<file path="config.mk">
export PLATFORM = sky130hd
export DESIGN_NAME = tbw_div_cell
export DESIGN_NICKNAME = d
export VERILOG_FILES = /design/src/hw/rtl/tbw_pkg.sv /design/src/hw/rtl/tbw_div_cell.sv
export SDC_FILE = /design/constraint.sdc
export NUM_CORES = 1
export LEC_CHECK = 0
export BUFFER_PORTS_ARGS = -buffer_cell sky130_fd_sc_hd__buf_2
export CELL_PAD_IN_SITES_DETAIL_PLACEMENT = 0
export CELL_PAD_IN_SITES_GLOBAL_PLACEMENT = 1
export CORE_ASPECT_RATIO = 0.75
export CORE_UTILIZATION = 41
export DETAILED_ROUTE_END_ITERATION = 10
export PLACE_DENSITY = 0.85
export SKIP_CTS_REPAIR_TIMING = 1
export SLEW_MARGIN = 20
export SYNTH_ARGS = -nofsm -noshare
export SYNTH_HDL_FRONTEND = slang
export SYNTH_SLANG_ARGS = --single-unit
</file>
<file path="constraint.sdc">
create_clock -name clk -period 1.1 [get_ports clk]
set_clock_uncertainty 0.15 [all_clocks]
set_input_delay 0.11 -clock clk [delete_from_list [all_inputs] [get_ports clk]]
set_output_delay 0.11 -clock clk [all_outputs]
set_load 0.02 [all_outputs]
</file>
<file path="src/hw/rtl/tbw_pkg.sv">
// Shared constants and types for the triangle barycentric weights core.
// Used by tbw_front, tbw_div_cell and the top level.
`default_nettype none

package tbw_pkg;

    // Field formats.
    localparam int COORD_WIDTH      = 16;
    localparam int COORD_FRAC_BITS  = 4;
    localparam int WEIGHT_FRAC_BITS = 16;
    localparam int WEIGHT_WIDTH     = 32;

    // Edge vectors and cross products grow by one bit; products double the width.
    localparam int DIFF_W  = COORD_WIDTH + 1;
    localparam int PROD_W  = 2 * DIFF_W;
    localparam int CROSS_W = PROD_W + 1;
    localparam int MAG_W   = CROSS_W;

    // Dividend is the magnitude scaled up by the weight fraction bits.
    localparam int NUM_W = MAG_W + WEIGHT_FRAC_BITS;

    // Signed sum of 1 - A - B, wide enough to never wrap.
    localparam int SUM_W = NUM_W + 3;

    // Front end has three register stages, the divider one cell per quotient bit,
    // and the output stage one more.
    localparam int LATENCY = 3 + NUM_W + 1;

    // Smallest non-degenerate |z|: 1.0 with twice the coordinate fraction bits.
    localparam logic [MAG_W-1:0] Z_ONE = MAG_W'(1) << (2 * COORD_FRAC_BITS);

    // Fixed-point 1.0 in the weight format.
    localparam logic signed [WEIGHT_WIDTH-1:0] W_ONE =
        WEIGHT_WIDTH'(1) << WEIGHT_FRAC_BITS;
    localparam logic signed [SUM_W-1:0] SUM_ONE = SUM_W'(1) << WEIGHT_FRAC_BITS;

    // Saturation limits, sign-extended to the sum width.
    localparam logic signed [SUM_W-1:0] SUM_MAX =
        {{(SUM_W-WEIGHT_WIDTH+1){1'b0}}, {(WEIGHT_WIDTH-1){1'b1}}};
    localparam logic signed [SUM_W-1:0] SUM_MIN =
        {{(SUM_W-WEIGHT_WIDTH+1){1'b1}}, {(WEIGHT_WIDTH-1){1'b0}}};

    // One request as it moves down the divider chain.
    typedef struct packed {
        logic             valid;
        logic             degen;
        logic             neg_a;
        logic             neg_b;
        logic [MAG_W-1:0] den;
        logic [MAG_W-1:0] rem_a;
        logic [MAG_W-1:0] rem_b;
        logic [NUM_W-1:0] work_a;
        logic [NUM_W-1:0] work_b;
    } tbw_div_t;

    // Clamp a wide signed value to the weight width.
    function automatic logic signed [WEIGHT_WIDTH-1:0] sat_weight(
        input logic signed [SUM_W-1:0] v
    );
        logic signed [WEIGHT_WIDTH-1:0] r;
        if (v > SUM_MAX)
        begin
            r = SUM_MAX[WEIGHT_WIDTH-1:0];
        end
        else if (v < SUM_MIN)
        begin
            r = SUM_MIN[WEIGHT_WIDTH-1:0];
        end
        else
        begin
            r = v[WEIGHT_WIDTH-1:0];
        end
        return r;
    endfunction

endpackage

`default_nettype wire

</file>
<file path="src/hw/rtl/tbw_div_cell.sv">
// One restoring-division cell: one quotient bit for each of the two lanes.
// Depends on tbw_pkg.
`default_nettype none

module tbw_div_cell (
    input  wire logic              clk,
    input  wire logic              rst_n,
    input  wire tbw_pkg::tbw_div_t cell_in,
    output tbw_pkg::tbw_div_t      cell_out
);
    import tbw_pkg::*;

    logic [MAG_W:0] trial_a, trial_b;
    logic           take_a, take_b;
    tbw_div_t       cell_reg, cell_next;

    // Shift in the next dividend bit, subtract when the divisor fits,
    // and shift the quotient bit into the freed low end.
    always_comb
    begin
        trial_a = {cell_in.rem_a, cell_in.work_a[NUM_W-1]};
        trial_b = {cell_in.rem_b, cell_in.work_b[NUM_W-1]};
        take_a  = (trial_a >= {1'b0, cell_in.den});
        take_b  = (trial_b >= {1'b0, cell_in.den});

        cell_next        = cell_in;
        cell_next.rem_a  = take_a ? MAG_W'(trial_a - {1'b0, cell_in.den})
                                  : trial_a[MAG_W-1:0];
        cell_next.rem_b  = take_b ? MAG_W'(trial_b - {1'b0, cell_in.den})
                                  : trial_b[MAG_W-1:0];
        cell_next.work_a = {cell_in.work_a[NUM_W-2:0], take_a};
        cell_next.work_b = {cell_in.work_b[NUM_W-2:0], take_b};
    end

    always_ff @(posedge clk or negedge rst_n)
    begin
        if (!rst_n)
        begin
            cell_reg.valid <= 1'b0;
        end
        else
        begin
            cell_reg <= cell_next;
        end
    end

    assign cell_out = cell_reg;

endmodule

`default_nettype wire

</file>
# ---- Word level (Yosys, flattened, before mapping)
# Index checks and enable logic that the tools add are counted.
dict set report word_totals {
  input_bits 213
  ff_bits 211
  ram_bits 0
  mem_count 0
  latch_bits 0
  word_cells 15
  mem_bits_ro 0
  out_inout_bits 211
}
dict set report op_classes {
  multipliers 0
  n_reduce_logical 0
  shifts 0
  n_lt_le_gt_ge 2
  bitwise_logic 0
  div 0
  mux 2
  n_eq_ne 0
  addsub 2
}
# op n
set op_table {}
lappend op_table {{36-bit by 35-bit >= comparator with 1-bit output} 2}
lappend op_table {{35-bit two-way mux} 2}
lappend op_table {{35-bit subtractor} 2}

# ---- Longest topological paths before layout
# Gate-level depths: netlist (run 1).
dict set report logic_depth {
  depth_word 2
  depth_mapped 14
  mapped_depth_nobuf 12
}

# ---- Least setup slack after synthesis (run 1)
# OpenSTA, ideal clock, no wires.
dict set report synth_path {
  kind {input -> register}
  startpoint {in cell_in[101] (netlist name)}
  endpoint {reg cell_reg, in the netlist cell_out[144], data pin}
  n_path_buf 2
  path_slack_ps -2111
  arrival_time_ps 2801
  setup_time_ps 260
  required_time_ps 690
  stages 14
  path_cell_list {inv_1 > ha_1 > fa_1 > nand2b_1 > a211oi_1 > o311ai_1 > a21oi_1 > nand2b_1 > a21oi_2 > o31ai_1 > a211o_1 > buf_2 > buf_2 > mux2_2}
}
# element line
set synth_rtl {}
lappend synth_rtl {{start, declared} tbw_div_cell.sv:8} ;# input wire tbw_pkg::tbw_div_t cell_in,
lappend synth_rtl {{end signal, assigned} tbw_div_cell.sv:43} ;# cell_reg <= cell_next;
lappend synth_rtl {{end, declared} tbw_div_cell.sv:15} ;# tbw_div_t cell_reg, cell_next;

==> run metrics, run 1 <==
status=complete, but fails checks; violated checks=negative hold slack, negative setup slack; synthesized cell area=0.0109 mm^2; HPWL Detailed=31,400 um; top routing layer in use=met4; Max Cap Viol=0; # clock sinks=211; Crit. End Element=flip-flop; Yosys top cell area share=0.580; Initial Utilization=0.418; cell total after placement=1,917; TritonRoute pass-1 iters=6; top post-synthesis cells by area=edfxtp_1 58%, ha_1 8.1%, mux2_2 3.2%; P_leak=0.00943 uW; Fin. Hold Viols=55; Die W=190 um; final std cells w/o fill=2,199; largest net degree at the start of global routing=56; fill cell count=1,511; hold slack=-205 ps; Wirelength per Cell=22.3 um; top-count cell post-synth=edfxtp_1; via count=11,600; IO Port Bufs=423; CTS Buf Count=23; Peak Freq=369 MHz; Synthesis Warnings=0; Layout area overhead=91.4%; final setup margin=-1610 ps; start point of the worst min-delay path=cell_in[101]; CTS max path bufs=3; Final period util=2.46; DRT iter0 DRCs=1,000; WP data arrival=2840 ps; clock-pin slew on the worst setup and hold paths=70 ps; Final min period=2710 ps; core area=0.0260 mm^2; DRC=0; asr flop ratio synth=0.00474; max reg flops=211; metal3 WL=3510 um; vias in the first global route=9,670; num ports=424; Hold Crit Depth=3; Tot GR Track Use=0.272; Place WS=-2310 ps; CTS tree=built; Pwr Density=1400 mW/mm^2; Placer Congestion=0.946; routed wl met2=24,300 um; sequential cell area fraction in the yosys report=0.582; Synth Register Bits=211; cell count after synthesis=888; worst IR drop on VDD=1.26 mV; Critical Path RT=1230 ps; Hold Path Sink=cell_out[137]; initial antenna violation count=3; Post-synth EDFFs=210; Setup Viol. Count Final=342; Yosys top cell by area=edfxtp_1; Crit Path Max Fanout=2; Clk Tree Root Cell=clkbuf_16; row cnt=51; ANT nets after route=0; via-per-instance ratio=5.28; post-synth cell types=56; Least-Margin Pin Slew=594 ps; fin. max-slew vios=0; first-pass GRT wire length=55,700 um; Setup Crit Path Kind=primary input to flip-flop; RSZ-0062 raised after global routing=yes; Die Ht=143 um; DIE AREA=0.0272 mm^2; Worst slew margin=0.600; Final nets=2,121; H-tree depth=1; Syn Area/Cell=12.2 um^2; Synth Flop Type=edfxtp_1; worst hold path type=primary input to flip-flop; Mapped Nets=1,173; GRT overflow=0; synth cell count leaders=210 x edfxtp_1, 76 x nand2_1, 70 x ha_1, 67 x o21ai_0, 63 x a21oi_1; CP Launch Type=primary input; met1 WL=19,000 um; final WL=49,000 um; share of cells above drive strength 1=0.490
==> worst max path at each step <==
stage                    end  cells past startpoint    startpoint  slack (ps)
2_1_floorplan  cell_out[144]                     14  cell_in[101]       -1830
3_3_place_gp   cell_out[141]                     14  cell_in[101]       -2260
3_5_place_dp   cell_out[140]                     14  cell_in[101]       -2310
4_1_cts        cell_out[139]                     14  cell_in[101]       -1770
5_1_grt        cell_out[165]                     14  cell_in[101]       -1670
6_report       cell_out[167]                     15  cell_in[101]       -1610
==> where the power goes <==
group,total [uW],switching (uW),internal [uW]
combinational,9620,4640,4980
clock,9140,3600,5550
sequential,10400,458,9920
total,29100,8690,20500
==> kinds of logic (layout without fill, tap and decap cells) <==
family                   count (synthesis)  after routing  synth area share
buffers and inverters                   79           1043            0.0289
flip-flops                             211            211             0.582
other                                    0              3                 0
AND/OR/NAND/NOR                        191            191            0.0805
XOR/XNOR                                62             62            0.0499
multiplexers                            39             39            0.0398
AO/OA/AOI/OAI                          234            234             0.135
adder cells (fa/ha/maj)                 72             72            0.0842
==> worst max-delay path: stages <==
cell and delay (ps):
buf_8 100, inv_12 30, ha_4 150, fa_2 360, nand2b_4 170, a211oi_4 230
o311ai_2 160, a21oi_2 210, buf_4 150, a221oi_4 50, o31a_1 340, buf_4 160
o311ai_4 260, xor2_1 100, mux2_4 260
==> layout by cell type, fill, tap and decap left out, drive strengths merged, types with 6 or more instances in the layout <==
cell and instances:
o21bai 7, nor2 43, nand3 14, ha 70, and2 6, xor2 26, a21oi 65, nand4 10
a31oi 11, mux2 34, a211oi 12, xnor2 36, nor3 6, buf 727, inv 56, edfxtp 210
clkbuf 34, o21a 8, bufinv 7, o21ai 72, dlygate4sd3 213, nand2 76, a21o 22, and3 15
nand2b 6
==> through the flow <==
stage	hold slack [ps]	setup TNS (ps)	total power [uW]	utilization	cell area, um^2
finish	-205	-172580	29100	0.800	20800
global route	-191	-184540	29900	0.799	20800
CTS	-477	-165200	26600	0.645	16800
detailed placement	84.6	-151720	17600	0.611	15900
global placement	73.6	-148480	17400	0.611	15900
floorplan	-336	-123280	14100	-	11300
==> area by class of cell <==
class	instances	area, um^2	area share
repair buffers	948	8030	0.386
flip-flops and latches	211	6330	0.304
multi-input cells	598	4910	0.236
clock buffers	26	587	0.0282
well taps	344	430	0.0207
clock inverters	15	280	0.0135
inverters	54	238	0.0114
diodes	3	7.51	0.000361
==> metal layers <==
layer,track usage,up-vias
li1,-,5240
met2,0.449,644
met5,0,-
met4,0.0997,0
met3,0.0472,137
met1,0.359,5593
(Power assumes the default switching activity.)
==> run 2: changes to the inputs <==
--- a/config.mk
+++ b/config.mk
@@ -11,7 +11,8 @@
 export CORE_ASPECT_RATIO = 0.75
 export CORE_UTILIZATION = 41
 export DETAILED_ROUTE_END_ITERATION = 10
-export PLACE_DENSITY = 0.85
+export HOLD_SLACK_MARGIN = 0.08
+export PLACE_DENSITY_LB_ADDON = 0.1
 export SKIP_CTS_REPAIR_TIMING = 1
 export SLEW_MARGIN = 20
 export SYNTH_ARGS = -nofsm -noshare
==> run 2 against run 1 <==
The run still ends with negative hold slack, negative setup slack left; clock power fell by 4.3%; final cell count shrank 1.2%; die area unchanged; critical path depth shrank 1; hold slack got worse by 200 ps; non-clock buffer count decreased by 27; combinational power shrank 4.8%; sequential power barely moved; final area decreased by 2.7%; sequential share of layout area up 0.85 points; critical path type unchanged; critical endpoint is now cell_out[161]; largest cell class unchanged.
==> run metrics, run 2 (synthesized netlist as in run 1, its figures left out) <==
Setup Crit Path Kind=primary input to flip-flop (unchanged); initial antenna violation count=4 (was 3); first-pass GRT wire length=54,300 um (was 55,700 um); Crit. End Element=flip-flop (unchanged); DRC=0 (unchanged); Peak Freq=384 MHz (was 369 MHz); most frequent cells in the layout=267 x buf_4, 257 x buf_2, 210 x edfxtp_1 (was 280 x buf_4, 249 x buf_2, 213 x dlygate4sd3_1); multi-input logic area=0.00471 mm^2 (was 0.00491 mm^2); HPWL Detailed=30,400 um (was 31,400 um); final setup margin=-1500 ps (was -1610 ps); GRT overflow=0 (unchanged); hold slack=-401 ps (was -205 ps); CTS max path bufs=3 (unchanged); Placer Congestion=0.894 (was 0.946); Critical Path RT=1230 ps (about the same); design area=0.0203 mm^2 (was 0.0208 mm^2); Layout area overhead=86.2% (was 91.4%); # clock sinks=211 (unchanged); Setup Viol. Count Final=283 (was 342); DRT iter0 DRCs=701 (was 1,000); H-tree depth=1 (unchanged); Final min period=2600 ps (was 2710 ps); vias in the first global route=9,558 (was 9,670); WP data arrival=2730 ps (was 2840 ps); violated checks=negative hold slack, negative setup slack (unchanged); Worst slew margin=0.603 (was 0.600); final std cells w/o fill=2,172 (was 2,199); core area=0.0260 mm^2 (unchanged); Final period util=2.37 (was 2.46); RSZ-0062 raised after global routing=yes (unchanged); clock-pin slew on the worst setup and hold paths=60 ps (was 70 ps); num ports=424 (unchanged); Layout Utilization=0.778 (was 0.800); CTS tree=built (unchanged); Die W=190 um (unchanged); Initial Utilization=0.418 (unchanged); cell total after placement=1,899 (was 1,917); Setup TNS=-151,930 ps (was -172,580 ps); Register Area=0.00633 mm^2 (unchanged); Clk Tree Root Cell=clkbuf_16 (unchanged); final WL=44,900 um (was 49,000 um); Pwr Density=1390 mW/mm^2 (was 1400 mW/mm^2); worst IR drop on VDD=1.39 mV (was 1.26 mV); Max Cap Viol=0 (unchanged); Die Ht=143 um (unchanged); most common cell after layout, fill and taps aside=buf_4 (unchanged); fin. max-slew vios=0 (unchanged); via count=11,100 (was 11,600); CTS Buf Count=23 (unchanged); status=complete, but fails checks (unchanged); Wirelength per Cell=20.7 um (was 22.3 um); share of cells above drive strength 1=0.468 (was 0.490); Final nets=2,094 (was 2,121); Fin. Hold Viols=7 (was 55); largest net degree at the start of global routing=32 (was 56); Tot GR Track Use=0.265 (was 0.272); via-per-instance ratio=5.13 (was 5.28); max reg flops=211 (unchanged); Least-Margin Pin Slew=590 ps (was 594 ps); DIE AREA=0.0272 mm^2 (unchanged); Crit Path Max Fanout=7 (was 2); worst hold path type=primary input to async pin (was primary input to flip-flop); P_leak=0.00921 uW (was 0.00943 uW); IO Port Bufs=423 (unchanged); CP Launch Type=primary input (unchanged); ANT nets after route=0 (unchanged); row cnt=51 (unchanged); TritonRoute pass-1 iters=5 (was 6); dpl cell area=0.0158 mm^2 (was 0.0159 mm^2); fill cell count=1,689 (was 1,511)
## run 2: per-stage QoR
stage	worst slack, ps	hold slack, ps	total power, uW
floorplan	-1830	-336	14100
global placement	-2220	77.9	17400
detailed placement	-2230	83.0	17500
CTS	-1690	-466	26100
global route	-1590	-417	29200
finish	-1500	-401	28200
## run 2: worst max-delay path: stages
cell and delay (ps):
buf_8 90, inv_12 30, ha_4 150, fa_2 350, nand2b_4 160, a211oi_4 270
o311ai_4 140, a21oi_2 190, nand2b_4 170, a21oi_4 60, o31ai_2 210, a211o_4 290
clkbuf_16 200, mux2_4 290
## run 2: final cells by class
type / count / area share
inverter: 54 / 0.0117
multi-input combinational: 598 / 0.233
clock inverter: 13 / 0.0103
antenna: 2 / 0.000247
tap: 344 / 0.0213
timing repair buffer: 921 / 0.380
sequential: 211 / 0.313
clock buffer: 29 / 0.0310
## run 2: layer usage
| layer | GRT usage | vias up | wire [um] |
|---|---|---|---|
| li1 | - | 5184 | - |
| met5 | 0 | - | 36 |
| met3 | 0.0501 | 115 | 3020 |
| met4 | 0.0705 | 4 | 1800 |
| met1 | 0.361 | 5371 | 18600 |
| met2 | 0.433 | 463 | 21500 |
## run 2: worst max path at each step
stage                       startpoint  cells past startpoint             to  slack [ps]
final                     cell_in[101]                     14  cell_out[161]       -1500
after global routing      cell_in[172]                     15  cell_out[109]       -1590
after CTS                 cell_in[101]                     14  cell_out[142]       -1690
after detailed placement  cell_in[101]                     14  cell_out[142]       -2230
after global placement    cell_in[101]                     14  cell_out[141]       -2220
after floorplan           cell_in[101]                     14  cell_out[144]       -1830
## run 2: report_power, final
group | leakage [uW] | total [uW] | internal [uW] | switching [uW]
Clock | 0.000406 | 8750 | 5260 | 3490
Sequential | 0.00207 | 10300 | 9920 | 394
Combinational | 0.00674 | 9160 | 4770 | 4400
